<file path="config.mk">
export PLATFORM = sky130hd
export DESIGN_NAME = polygon_area_centroid_top
export DESIGN_NICKNAME = d
export VERILOG_FILES = /design/src/design/pac_pkg.sv /design/src/design/polygon_area_centroid_top.sv /design/src/design/pac_div.sv /design/src/design/pac_dp.sv /design/src/design/pac_ctrl.sv
export VERILOG_INCLUDE_DIRS = /design/src /design/src/design
export SDC_FILE = /design/constraint.sdc
export NUM_CORES = 2
export LEC_CHECK = 0
export BUFFER_PORTS_ARGS = -buffer_cell sky130_fd_sc_hd__buf_2
export CORE_MARGIN = 3
export CORE_UTILIZATION = 40
export DETAILED_ROUTE_END_ITERATION = 6
export PLACE_DENSITY_LB_ADDON = 0.12
export SYNTH_ARGS = -nofsm -noshare
export SYNTH_HDL_FRONTEND = slang
export SYNTH_SLANG_ARGS = --single-unit
</file>
<file path="constraint.sdc">
create_clock -name clk -period 8.4 [get_ports clk]
set_input_delay 0.84 -clock clk [delete_from_list [all_inputs] [get_ports clk]]
set_output_delay 0.84 -clock clk [all_outputs]
set_load 0.05 [all_outputs]
</file>
<file path="src/design/polygon_area_centroid_top_assert.svh">
// Assertion macros used by the polygon area and centroid controller
`ifndef POLYGON_AREA_CENTROID_TOP_ASSERT_SVH
`define POLYGON_AREA_CENTROID_TOP_ASSERT_SVH

// same-cycle implication, clocked on clk, off during reset
`define PAC_ASSERT_NOW(label, ante, cons, msg) \
  label: assert property (@(posedge clk) disable iff (!rst_n) (ante) |-> (cons)) \
    else $error(msg);

// next-cycle implication, clocked on clk, off during reset
`define PAC_ASSERT_NEXT(label, ante, cons, msg) \
  label: assert property (@(posedge clk) disable iff (!rst_n) (ante) |=> (cons)) \
    else $error(msg);

`endif

</file>
<file path="src/design/pac_pkg.sv">
// Shared widths, constants and control structs for the polygon area and centroid block
package pac_pkg;

  localparam int COORD_BITS_DEF = 12;
  localparam int MAX_VERTICES   = 65535;

  localparam int AREA_W      = 27;
  localparam int MOM_W       = 42;
  localparam int SUM_W       = 28;
  localparam int CNT_W       = 16;
  localparam int BLOB_AREA_W = 25;
  localparam int CENTRE_W    = 20;
  localparam int FRAC_BITS   = 8;

  localparam int NUM_W = MOM_W + FRAC_BITS;
  localparam int DEN_W = AREA_W + 1;

  localparam logic [BLOB_AREA_W-1:0] MIN_AREA_RST = BLOB_AREA_W'(100);

  typedef struct packed {
    logic accept;
    logic close;
    logic start_div;
    logic sel_y;
    logic load_x;
    logic load_out;
    logic clear;
  } pac_cmd_t;

  typedef struct packed {
    logic pipe_busy;
    logic out_full;
  } pac_status_t;

  typedef struct packed {
    logic             start;
    logic             force_zero;
    logic [NUM_W-1:0] num;
    logic [DEN_W-1:0] den;
  } pac_div_req_t;

endpackage

</file>
<file path="src/design/polygon_area_centroid_top.sv">
// Top level of the shoelace polygon area and centroid block
//
//   port group   direction  handshake        payload
//   in_*         input      valid / stall    vx, vy, final_vertex (one boundary vertex)
//   out_*        output     valid / stall    blob_area, center_x, center_y, large_blob
//   cfg_*        input      valid / ready    min_area
//
// Vertices are taken one per cycle while in_stall is low; the accumulators sit behind a
// three-stage edge pipeline. After the final vertex in_stall stays high through close, drain,
// the divisions and hand-off; the shared restoring divider runs once per centroid axis.
// The result sits in an output register; a stalled result holds the block only at hand-off.
// rst_n is synchronous; it clears the sums and sets min_area to 100. cfg_ready is always high.
module polygon_area_centroid_top
  import pac_pkg::*;
#(
  parameter int COORD_BITS = COORD_BITS_DEF
) (
  input  logic                   clk,
  input  logic                   rst_n,
  input  logic                   in_valid,
  output logic                   in_stall,
  input  logic [COORD_BITS-1:0]  in_vx,
  input  logic [COORD_BITS-1:0]  in_vy,
  input  logic                   in_final_vertex,
  output logic                   out_valid,
  input  logic                   out_stall,
  output logic [BLOB_AREA_W-1:0] out_blob_area,
  output logic [CENTRE_W-1:0]    out_center_x,
  output logic [CENTRE_W-1:0]    out_center_y,
  output logic                   out_large_blob,
  input  logic                   cfg_valid,
  output logic                   cfg_ready,
  input  logic [BLOB_AREA_W-1:0] cfg_min_area
);

  pac_cmd_t            cmd;
  pac_status_t         st;
  pac_div_req_t        div_req;
  logic                div_done;
  logic [CENTRE_W-1:0] div_quot;
  logic                cfg_wr;

  assign cfg_ready = 1'b1;
  assign cfg_wr    = cfg_valid && cfg_ready;

  pac_ctrl u_ctrl (
    .clk             (clk),
    .rst_n           (rst_n),
    .in_valid        (in_valid),
    .in_final_vertex (in_final_vertex),
    .in_stall        (in_stall),
    .out_stall       (out_stall),
    .st              (st),
    .div_done        (div_done),
    .cmd             (cmd)
  );

  pac_dp #(
    .COORD_BITS (COORD_BITS)
  ) u_dp (
    .clk             (clk),
    .rst_n           (rst_n),
    .in_vx           (in_vx),
    .in_vy           (in_vy),
    .in_final_vertex (in_final_vertex),
    .cfg_wr          (cfg_wr),
    .cfg_min_area    (cfg_min_area),
    .cmd             (cmd),
    .st              (st),
    .div_req         (div_req),
    .div_quot        (div_quot),
    .out_stall       (out_stall),
    .out_valid       (out_valid),
    .out_blob_area   (out_blob_area),
    .out_center_x    (out_center_x),
    .out_center_y    (out_center_y),
    .out_large_blob  (out_large_blob)
  );

  pac_div u_div (
    .clk   (clk),
    .rst_n (rst_n),
    .req   (div_req),
    .done  (div_done),
    .quot  (div_quot)
  );

endmodule

</file>
<file path="src/design/pac_div.sv">
// Restoring divider with saturation and forced zero, one quotient bit per cycle
module pac_div
  import pac_pkg::*;
(
  input  logic                clk,
  input  logic                rst_n,
  input  pac_div_req_t        req,
  output logic                done,
  output logic [CENTRE_W-1:0] quot
);

  localparam logic [1:0] D_IDLE  = 2'd0;
  localparam logic [1:0] D_CHECK = 2'd1;
  localparam logic [1:0] D_RUN   = 2'd2;

  localparam int HI_W  = NUM_W - CENTRE_W;
  localparam int CNT_DW = $clog2(CENTRE_W);

  logic [1:0]          state_r, state_nxt;
  logic                done_r, done_nxt;
  logic [NUM_W-1:0]    num_r;
  logic [DEN_W-1:0]    den_r;
  logic                zero_r;
  logic [DEN_W-1:0]    rem_r;
  logic [CENTRE_W-1:0] lo_r;
  logic [CNT_DW-1:0]   cnt_r;

  logic [HI_W-1:0]  hi;
  logic             sat;
  logic [DEN_W:0]   trial;
  logic [DEN_W:0]   diff;
  logic             ge;

  assign hi    = num_r[NUM_W-1:CENTRE_W];
  assign sat   = hi >= HI_W'(den_r);
  assign trial = {rem_r, lo_r[CENTRE_W-1]};
  assign diff  = trial - {1'b0, den_r};
  assign ge    = trial >= {1'b0, den_r};

  always_comb begin
    state_nxt = state_r;
    done_nxt  = 1'b0;
    case (state_r)
      D_IDLE: begin
        if (req.start) state_nxt = D_CHECK;
      end
      D_CHECK: begin
        if (zero_r || sat) begin
          state_nxt = D_IDLE;
          done_nxt  = 1'b1;
        end else begin
          state_nxt = D_RUN;
        end
      end
      D_RUN: begin
        if (cnt_r == '0) begin
          state_nxt = D_IDLE;
          done_nxt  = 1'b1;
        end
      end
      default: state_nxt = D_IDLE;
    endcase
  end

  always_ff @(posedge clk) begin
    if (!rst_n) begin
      state_r <= D_IDLE;
      done_r  <= 1'b0;
    end else begin
      state_r <= state_nxt;
      done_r  <= done_nxt;
    end
  end

  always_ff @(posedge clk) begin
    case (state_r)
      D_IDLE: begin
        if (req.start) begin
          num_r  <= req.num;
          den_r  <= req.den;
          zero_r <= req.force_zero;
        end
      end
      D_CHECK: begin
        // opposite signs give zero; a quotient past the field clamps to all ones
        if (zero_r) begin
          lo_r <= '0;
        end else if (sat) begin
          lo_r <= '1;
        end else begin
          rem_r <= hi[DEN_W-1:0];
          lo_r  <= num_r[CENTRE_W-1:0];
          cnt_r <= CNT_DW'(CENTRE_W - 1);
        end
      end
      D_RUN: begin
        rem_r <= ge ? diff[DEN_W-1:0] : trial[DEN_W-1:0];
        lo_r  <= {lo_r[CENTRE_W-2:0], ge};
        cnt_r <= cnt_r - CNT_DW'(1);
      end
      default: begin
      end
    endcase
  end

  assign done = done_r;
  assign quot = lo_r;

endmodule

</file>
<file path="src/design/pac_dp.sv">
// Datapath: vertex capture, shoelace edge pipeline, accumulators, divider operands, result register
module pac_dp
  import pac_pkg::*;
#(
  parameter int COORD_BITS = COORD_BITS_DEF
) (
  input  logic                   clk,
  input  logic                   rst_n,
  input  logic [COORD_BITS-1:0]  in_vx,
  input  logic [COORD_BITS-1:0]  in_vy,
  input  logic                   in_final_vertex,
  input  logic                   cfg_wr,
  input  logic [BLOB_AREA_W-1:0] cfg_min_area,
  input  pac_cmd_t               cmd,
  output pac_status_t            st,
  output pac_div_req_t           div_req,
  input  logic [CENTRE_W-1:0]    div_quot,
  input  logic                   out_stall,
  output logic                   out_valid,
  output logic [BLOB_AREA_W-1:0] out_blob_area,
  output logic [CENTRE_W-1:0]    out_center_x,
  output logic [CENTRE_W-1:0]    out_center_y,
  output logic                   out_large_blob
);

  localparam int PT_W   = 2 * COORD_BITS;
  localparam int CR_W   = 2 * COORD_BITS + 1;
  localparam int SS_W   = COORD_BITS + 1;
  localparam int PROD_W = CR_W + SS_W + 1;

  localparam logic [CNT_W:0]         MAXV     = (CNT_W + 1)'(MAX_VERTICES);
  localparam logic [BLOB_AREA_W-1:0] AREA_MAX = '1;

  logic [PT_W-1:0]        first_r, prev_r;
  logic                   e_v_r, a_v_r, b_v_r;
  logic [PT_W-1:0]        e_p_r, e_q_r;
  logic signed [CR_W-1:0] cr_r;
  logic [SS_W-1:0]        sx_r, sy_r;
  logic [MOM_W-1:0]       mx_r, my_r;
  logic [AREA_W-1:0]      twice_r;
  logic [MOM_W-1:0]       momx_r, momy_r;
  logic [SUM_W-1:0]       sumx_r, sumy_r;
  logic [CNT_W-1:0]       cnt_r;
  logic [BLOB_AREA_W-1:0] min_area_r;
  logic [CENTRE_W-1:0]    qx_r;
  logic                   out_valid_r;
  logic [BLOB_AREA_W-1:0] area_r;
  logic [CENTRE_W-1:0]    cx_r, cy_r;
  logic                   large_r;

  logic [PT_W-1:0]          pt;
  logic                     drop, take;
  logic [COORD_BITS-1:0]    x1, y1, x2, y2;
  logic [PT_W-1:0]          pa, pb;
  logic signed [CR_W-1:0]   cr_nxt;
  logic signed [PROD_W-1:0] prod_x, prod_y;
  logic                     tneg, mneg, tzero;
  logic [AREA_W-1:0]        tmag, area_full;
  logic [MOM_W-1:0]         mom, mmag;
  logic [SUM_W-1:0]         sum;
  logic [BLOB_AREA_W-1:0]   area_sat;

  assign pt   = {in_vy, in_vx};
  // keep one slot free for the final vertex
  assign drop = !in_final_vertex && ((CNT_W + 1)'(cnt_r) + (CNT_W + 1)'(1) >= MAXV);
  assign take = cmd.accept && !drop;

  // edge stage: cross product and end-coordinate sums
  assign x1     = e_p_r[COORD_BITS-1:0];
  assign y1     = e_p_r[PT_W-1:COORD_BITS];
  assign x2     = e_q_r[COORD_BITS-1:0];
  assign y2     = e_q_r[PT_W-1:COORD_BITS];
  assign pa     = PT_W'(x1) * PT_W'(y2);
  assign pb     = PT_W'(x2) * PT_W'(y1);
  assign cr_nxt = $signed({1'b0, pa}) - $signed({1'b0, pb});

  assign prod_x = PROD_W'(cr_r) * PROD_W'($signed({1'b0, sx_r}));
  assign prod_y = PROD_W'(cr_r) * PROD_W'($signed({1'b0, sy_r}));

  // divider operands and area from the finished sums
  assign tneg      = twice_r[AREA_W-1];
  assign tmag      = tneg ? (~twice_r + AREA_W'(1)) : twice_r;
  assign tzero     = twice_r == '0;
  assign mom       = cmd.sel_y ? momy_r : momx_r;
  assign mneg      = mom[MOM_W-1];
  assign mmag      = mneg ? (~mom + MOM_W'(1)) : mom;
  assign sum       = cmd.sel_y ? sumy_r : sumx_r;
  assign area_full = tmag >> 1;
  assign area_sat  = (area_full > AREA_W'(AREA_MAX)) ? AREA_MAX
                                                      : area_full[BLOB_AREA_W-1:0];

  always_comb begin
    div_req.start      = cmd.start_div;
    div_req.force_zero = !tzero && (mneg != tneg);
    if (tzero) begin
      div_req.num = NUM_W'({sum, {FRAC_BITS{1'b0}}});
      div_req.den = DEN_W'(cnt_r);
    end else begin
      div_req.num = {mmag, {FRAC_BITS{1'b0}}};
      div_req.den = {1'b0, tmag} + {tmag, 1'b0};
    end
  end

  always_ff @(posedge clk) begin
    if (!rst_n) begin
      first_r     <= '0;
      prev_r      <= '0;
      twice_r     <= '0;
      momx_r      <= '0;
      momy_r      <= '0;
      sumx_r      <= '0;
      sumy_r      <= '0;
      cnt_r       <= '0;
      e_v_r       <= 1'b0;
      a_v_r       <= 1'b0;
      b_v_r       <= 1'b0;
      out_valid_r <= 1'b0;
      min_area_r  <= MIN_AREA_RST;
    end else begin
      if (cfg_wr) min_area_r <= cfg_min_area;
      if (cmd.clear) begin
        first_r <= '0;
        prev_r  <= '0;
        twice_r <= '0;
        momx_r  <= '0;
        momy_r  <= '0;
        sumx_r  <= '0;
        sumy_r  <= '0;
        cnt_r   <= '0;
      end else begin
        if (take) begin
          if (cnt_r == '0) first_r <= pt;
          prev_r <= pt;
          sumx_r <= sumx_r + SUM_W'(in_vx);
          sumy_r <= sumy_r + SUM_W'(in_vy);
          cnt_r  <= cnt_r + CNT_W'(1);
        end
        if (a_v_r) twice_r <= twice_r + AREA_W'(cr_r);
        if (b_v_r) begin
          momx_r <= momx_r + mx_r;
          momy_r <= momy_r + my_r;
        end
      end
      e_v_r <= (take && cnt_r != '0) || cmd.close;
      a_v_r <= e_v_r;
      b_v_r <= a_v_r;
      if (cmd.load_out) begin
        out_valid_r <= 1'b1;
      end else if (!out_stall) begin
        out_valid_r <= 1'b0;
      end
    end
  end

  always_ff @(posedge clk) begin
    // closing edge runs from the last vertex back to the first
    e_p_r <= prev_r;
    e_q_r <= cmd.close ? first_r : pt;
    cr_r  <= cr_nxt;
    sx_r  <= SS_W'(x1) + SS_W'(x2);
    sy_r  <= SS_W'(y1) + SS_W'(y2);
    mx_r  <= MOM_W'(prod_x);
    my_r  <= MOM_W'(prod_y);
    if (cmd.load_x) qx_r <= div_quot;
    if (cmd.load_out) begin
      area_r  <= area_sat;
      cx_r    <= qx_r;
      cy_r    <= div_quot;
      large_r <= area_sat >= min_area_r;
    end
  end

  assign st.pipe_busy = e_v_r || a_v_r || b_v_r;
  assign st.out_full  = out_valid_r;

  assign out_valid      = out_valid_r;
  assign out_blob_area  = area_r;
  assign out_center_x   = cx_r;
  assign out_center_y   = cy_r;
  assign out_large_blob = large_r;

endmodule

</file>
<file path="src/design/pac_ctrl.sv">
// Controller: sequences vertex intake, polygon close, pipeline drain, divisions and result hand-off
`include "polygon_area_centroid_top_assert.svh"

module pac_ctrl
  import pac_pkg::*;
(
  input  logic        clk,
  input  logic        rst_n,
  input  logic        in_valid,
  input  logic        in_final_vertex,
  output logic        in_stall,
  input  logic        out_stall,
  input  pac_status_t st,
  input  logic        div_done,
  output pac_cmd_t    cmd
);

  localparam logic [2:0] S_ACC   = 3'd0;
  localparam logic [2:0] S_CLOSE = 3'd1;
  localparam logic [2:0] S_DRAIN = 3'd2;
  localparam logic [2:0] S_DIVX  = 3'd3;
  localparam logic [2:0] S_DIVY  = 3'd4;
  localparam logic [2:0] S_FIN   = 3'd5;

  logic [2:0] state_r, state_nxt;
  logic       in_acc;

  assign in_stall = state_r != S_ACC;
  assign in_acc   = in_valid && !in_stall;

  always_comb begin
    state_nxt = state_r;
    cmd       = '0;
    case (state_r)
      S_ACC: begin
        if (in_valid) begin
          cmd.accept = 1'b1;
          if (in_final_vertex) state_nxt = S_CLOSE;
        end
      end
      S_CLOSE: begin
        cmd.close = 1'b1;
        state_nxt = S_DRAIN;
      end
      S_DRAIN: begin
        // wait for the closing edge to reach the moment sums
        if (!st.pipe_busy) begin
          cmd.start_div = 1'b1;
          state_nxt     = S_DIVX;
        end
      end
      S_DIVX: begin
        if (div_done) begin
          cmd.load_x    = 1'b1;
          cmd.start_div = 1'b1;
          cmd.sel_y     = 1'b1;
          state_nxt     = S_DIVY;
        end
      end
      S_DIVY: begin
        if (div_done) state_nxt = S_FIN;
      end
      S_FIN: begin
        // hold until the result register has room
        if (!st.out_full || !out_stall) begin
          cmd.load_out = 1'b1;
          cmd.clear    = 1'b1;
          state_nxt    = S_ACC;
        end
      end
      default: state_nxt = S_ACC;
    endcase
  end

  always_ff @(posedge clk) begin
    if (!rst_n) begin
      state_r <= S_ACC;
    end else begin
      state_r <= state_nxt;
    end
  end

  `PAC_ASSERT_NEXT(a_final_closes, in_acc && in_final_vertex, state_r == S_CLOSE, "final vertex did not close polygon")
  `PAC_ASSERT_NOW(a_load_has_room, cmd.load_out, !(st.out_full && out_stall), "result overwritten while stalled")
  `PAC_ASSERT_NOW(a_done_in_div, div_done, state_r == S_DIVX || state_r == S_DIVY, "divider finished outside a division state")

endmodule

</file>
==> After elaboration in Yosys (flattened, before gate mapping) <==
Index checks and enable logic that the tools add are counted.
{ "classes": {"addsub": 15, "n_mul": 4, "n_lt_le_gt_ge": 5, "eq_ne": 19, "n_mux": 42, "bitwise": 4, "n_reduce_logical": 29} }
{ "ops": {"columns": ["op", "n"], "rows": [
  ["two-way mux 28 bit", 4],
  ["adder 42 bit", 2],
  ["multiplier 25 x 14 -> 39 bit", 2],
  ["two-way mux 64 bit", 1],
  ["adder 28 x 12 -> 28 bit", 2],
  ["case mux 28 bit (2 select lines)", 1],
  ["multiplier 12 x 12 -> 24 bit", 2],
  ["adder 42 x 1 -> 42 bit (second input constant)", 1],
  ["two-way mux 42 bit", 1],
  ["NOT 42 bit", 1],
  ["two-way mux 41 bit", 1],
  ["two-way mux 20 bit", 2],
  ["case mux 20 bit (2 select lines)", 1],
  ["greater-or-equal comparator 30 x 28 -> 1 bit", 1],
  ["greater-or-equal comparator 29 x 28 -> 1 bit", 1],
  ["adder 27 x 28 -> 28 bit", 1],
  ["subtractor 28 bit", 1],
  ["adder 27 x 1 -> 27 bit (second input constant)", 1],
  ["adder 27 bit", 1],
  ["logical NOT 27 bit", 1],
  ["two-way mux 27 bit", 1],
  ["NOT 27 bit", 1],
  ["adder 12 x 12 -> 13 bit", 2],
  ["> comparator 26 x 25 -> 1 bit (second input constant)", 1],
  ["39 further kinds", 85]
]} }
{ "totals": {"regBits": 661, "inputBits": 55, "output_inout_bits": 69, "wordCells": 155} }

==> Longest topological paths before layout <==
{ "depth": {"depth_word": 7, "mapped_depth": 28, "ltp_nobuf": 27} }

==> Hierarchy <==
A second synthesis with hierarchy kept.
{ "unflattened": {"hier_cells": 7551, "area_unflattened_um2": 68921.1} }
{ "by_module_without_submodules": {"columns": ["module", "n_inst", "cells_each", "area_each_um2", "seq_area_each_um2"], "rows": [
  ["pac_dp", 1, 6872, 61312.6, 11330.9],
  ["pac_div", 1, 648, 7364.6, 4023.9],
  ["pac_ctrl", 1, 29, 232.7, 60.1],
  ["polygon_area_centroid_top", 1, 2, 11.3, 0.0]
]} }

==> Worst setup path after synthesis <==
OpenSTA, ideal clock, no wires.
{ "synth_timing": {"path_type": "register to register", "startpoint": "register u_dp.sy_r[7]", "endpoint": "register u_dp.my_r[37]", "setup_ns": 0.072, "t_arrival_ns": 6.489, "required_time_ns": 8.328, "setup_slack_ns": 1.839, "stages_incl_launch_ff": 25, "n_path_buf": 2, "synth_period_minus_slack_ns": 6.561, "cell_sequence": "dfxtp_1 clkbuf_1 clkbuf_1 nand2_1 fa_1 fa_1 inv_1 fa_1 fa_1 fa_1 inv_1 fa_1 inv_1 ha_1 a21o_1 a21o_1 a21o_1 a2111oi_0 nor3_1 a221oi_1 o2111a_1 nor3_1 a21o_1 a21oi_1 xnor2_1"} }
{ "synth_via": {"elab_chain_len": 1} }
{ "synth_rtl": {"columns": ["item", "line", "source"], "rows": [
  ["start: declaration", "pac_dp.sv:38", "logic [SS_W-1:0] sx_r, sy_r;"],
  ["start signal: assignment", "pac_dp.sv:161", "sy_r <= SS_W'(y1) + SS_W'(y2);"],
  ["multiplier 25 x 14 -> 39 bit", "pac_dp.sv:78", "assign prod_y = PROD_W'(cr_r) * PROD_W'($signed({1'b0, sy_r}));"],
  ["net u_dp.prod_y[37]", "pac_dp.sv:56", "logic signed [PROD_W-1:0] prod_x, prod_y;"],
  ["end signal: assignment", "pac_dp.sv:163", "my_r <= MOM_W'(prod_y);"],
  ["end: declaration", "pac_dp.sv:39", "logic [MOM_W-1:0] mx_r, my_r;"]
]} }
The timed path passes the listed nets, and every way through them passes these cells.
A chain may end at the register's enable or synchronous reset.

==> Worst setup path in the final report <==
{ "layout_timing": {"startpoint": "register u_dp.cr_r[9]", "endpoint": "register, netlist name u_dp.my_r[38]"} }
{ "layout_via": {"elab_chain_len": 1} }
{ "layout_rtl": {"columns": ["item", "line", "source"], "rows": [
  ["start: declaration", "pac_dp.sv:37", "logic signed [CR_W-1:0] cr_r;"],
  ["start signal: assignment", "pac_dp.sv:159", "cr_r <= cr_nxt;"],
  ["multiplier 25 x 14 -> 39 bit", "pac_dp.sv:78", null],
  ["net u_dp.prod_y[38]", "pac_dp.sv:56", null]
]} }
The timed path passes the listed nets, and every way through them passes these cells.

==> metrics.md <==
| Metric | Value |
|---|---|
| TritonCTS clock tree | built |
| Design area | 0.0735 mm^2 |
| Mux contribution to synthesized area | under 10% |
| DR iter-0 viols | 2818 |
| Period utilization | 86.5% |
| Largest net degree at the start of global routing | 87 |
| Number of hold violations in the final report | 0 |
| Most common cell after layout, fill and taps aside | inv_1 |
| Post-Synth Adder-Cell Area | 35.7% |
| Post-DP HPWL | 153 mm |
| GRT Residual Overflow | 0 |
| TNS Setup | 0 ns |
| Critical Path AT | 7.83 ns |
| Post-cts gate resize count | 0 |
| Critical path endpoint category | flip-flop |
| Max transition margin | between 20% and 30% |
| Syn-to-layout area delta | 8.55% |
| Root buffer cell | clkbuf_16 |
| Status | completed |
| Antenna Nets Post-Route | 0 |
| Syn avg cell area | between 9 and 10 um^2 |
| Clock-pin transition on the worst setup and hold timing paths | 0.06 ns |
| Seq/Total Area, Yosys | 22.4% |
| Register area | around 0.015 mm^2 |
| Worst-path maximum fanout | 13 |
| DIE AREA | 0.174 mm^2 |
| # IOs | 124 |
| Global-route usage over all layers | 22.2% |
| Seq cells post-synth | 653 |
| Commonest cells after routing, fill and taps aside | inv_1 (1093), nand2_1 (889), fa_1 (857) |
| Die width | 417 um |
| Multi-input logic area | between 0.04 and 0.05 mm^2 |
| Placer Congestion | 0.877 |
| Syn Nets | 8883 |
| Initial antenna violation count | 6 |
| Synth Area in XOR/XNOR | 4.75% |
| Worst Hold Launch | u_dp.prev_r[14] |
| Synth Warn # | 0 |
| Compound-Gate Fraction of Synth Area | 10.1% |
| RSZ-0062 raised after global routing | false |
| Async SR Flop Fraction | 0% |
| Path depth of the worst reg2reg path | 21 |
| Global-route wire length before repair | 302 mm |
| Primary FF master, synth | dfxtp_1 |
| Hold depth | 0 |
| Avg WL per Cell | roughly 20 um |
| Worst R2R End | u_dp.my_r[38] |
| Skew final | 0.0685 ns |
| H-tree levels | 3 |
| Worst-margin pin slew | roughly 1.2 ns |
| Layout cells sized above 1 | 5.63% |
| Fillers | 16.4k |
| FP Rows | 150 |
| Synthesized area | slightly below 0.07 mm^2 |
| Pins Over Slew Limit | 0 |
| Setup Buffers After CTS | 0 |
| WHS Endpoint | u_dp.e_p_r[14] |
| Dpl cell area | 0.0706 mm^2 |
| Synth Area in Simple Gates | 16.3% |
| Cts-stage hold buffer count | 0 |
| Detailed Routing Iterations Pass 1 | 6 |
| Main combinational cell family by area after synthesis | adder cells |
| Post-synth EDFFs | 210 |
| Synth Instances | around 7.4k |
| Clk_lat worst skew | around 0.7 ns |
| Port buffer count | 122 |
| CP required | 8.97 ns |
| Hold Crit Class | flip-flop to flip-flop |
| Clk sink count | 653 |
| Core ar. | 0.168 mm^2 |
| Critical path launch point type | flip-flop |
| Max Cap Viol | 0 |
| Final setup violation count | 0 |
| Final net count | 8879 |
| Post-synth cell types | 96 |
| Die Y | about 420 um |
| Vias | 49.9k |
| Clock buffer count from CTS | 80 |
| Highest clock rate | 138 MHz |
| Starting Density | 40.4% |
| Vias in the first global route | 51.7k |
| CTS Buffer Depth | 3 |
| Critical R2R Launch | u_dp.cr_r[9] |
| Register-to-register setup slack | 1.14 ns |
| WS Path Type | flip-flop to flip-flop |
| Min Tclk post-route | 7.26 ns |
| Via/cell ratio | 5.16 |
| Remaining DRCs | 0 |
| WL final | ~190 mm |
area by class of cell:
cell class	count	share of cell area (%)
inverters	1097	5.60
multi-input cells	5365	64.3
clock buffers	98	2.95
flip-flops and latches	653	20.6
diodes	1	0.00340
repair buffers	209	1.72
clock inverters	51	0.975
well taps	2204	3.75
worst max-delay path, stage by stage, from the launching register on:
cell and delay [ns]:
dfxtp_1 0.94, nand2_1 0.18, fa_1 0.57, inv_1 0.05
fa_1 0.51, fa_1 0.53, fa_1 0.52, fa_1 0.54
inv_1 0.05, fa_1 0.53, inv_1 0.04, ha_1 0.37
a21o_1 0.20, a21o_1 0.17, a21oi_1 0.25, and3_1 0.19
a21oi_1 0.19, a211oi_1 0.47, a21o_1 0.25, o211ai_1 0.12
a2111o_1 0.38, o211ai_1 0.09
per-layer routing:
metal	vias up	GRT usage, %	routed length [um]
met4	0	5.34	4170
met1	24800	31.1	89600
met3	215	2.10	7470
li1	23900	-	-
met5	-	0	0
met2	959	37.0	89800
metrics by stage:
step / setup slack (ns) / util (%) / std cells / hold WS (ns)
3_5_place_dp: 1.14 / 42.1 / 9528 / 0.335
6_report: 1.14 / 43.9 / 9678 / 0.346
4_1_cts: 1.11 / 43.9 / 9677 / 0.320
2_1_floorplan: 1.84 / - / 7410 / 0.331
5_1_grt: 0.736 / 43.9 / 9677 / 0.352
3_3_place_gp: 1.22 / 42.1 / 9528 / 0.333
logic make-up after synthesis:
group                      Yosys count
buffers and inverters             1392
DFF                                653
and+or+nand+nor                   2307
muxes                              194
AOI/OAI and AO/OA                 1078
other                                1
xor gates and xnor gates           367
adders and majority gates         1418
cells in the mapped netlist, types with 18 or more instances:
library cell | n | area, um^2
mux2i_1 | 160 | 1600
nor3_1 | 102 | 510
clkbuf_1 | 246 | 923
and2_1 | 462 | 2890
nor2b_1 | 81 | 507
a21oi_1 | 341 | 1710
dfxtp_1 | 443 | 8870
inv_1 | 1094 | 4110
nand4_1 | 32 | 200
a31oi_1 | 60 | 375
o21ai_0 | 218 | 1090
buf_2 | 25 | 125
o21bai_1 | 35 | 263
mux2_2 | 31 | 349
nor4_1 | 20 | 125
xor2_1 | 131 | 1150
o21a_1 | 58 | 435
edfxtp_1 | 210 | 6310
xnor2_1 | 236 | 2070
o211ai_1 | 18 | 135
ha_1 | 561 | 7020
and3_1 | 45 | 282
nand3_1 | 68 | 340
nand2_1 | 890 | 3340
buf_1 | 19 | 71.3
fa_1 | 857 | 17200
a21o_1 | 139 | 1040
nand2b_1 | 76 | 475
nor2_1 | 439 | 1650
a211oi_1 | 42 | 315
or3_1 | 33 | 206
sequential cells by signal, indices dropped and copies added, names as in the netlist, 25 cells and up:
register            cells
u_dp.out_blob_area     25
u_dp.mx_r              39
u_dp.sumy_r            28
u_div.rem_r            28
u_dp.momy_r            42
u_div.den_r            28
u_dp.my_r              39
u_dp.min_area_r        25
u_dp.cr_r              25
u_dp.twice_r           27
u_dp.sumx_r            28
u_dp.momx_r            42
u_div.num_r            42
worst max path at each step:
stage                       startpoint       endpoint  slack, ns  cells after the start
after global placement    u_dp.sy_r[4]  u_dp.my_r[37]       1.22                     22
after detailed placement  u_dp.sy_r[4]  u_dp.my_r[37]       1.14                     22
final                     u_dp.cr_r[9]  u_dp.my_r[38]       1.14                     21
after CTS                 u_dp.sy_r[4]  u_dp.my_r[37]       1.11                     22
after global routing      u_dp.sy_r[4]  u_dp.my_r[37]       0.74                     22
after floorplan           u_dp.sy_r[7]  u_dp.my_r[37]       1.84                     24
Power is left out: the tool's default activity adds up to more than one toggle a clock period on the data nets, which glitch-free logic cannot reach.
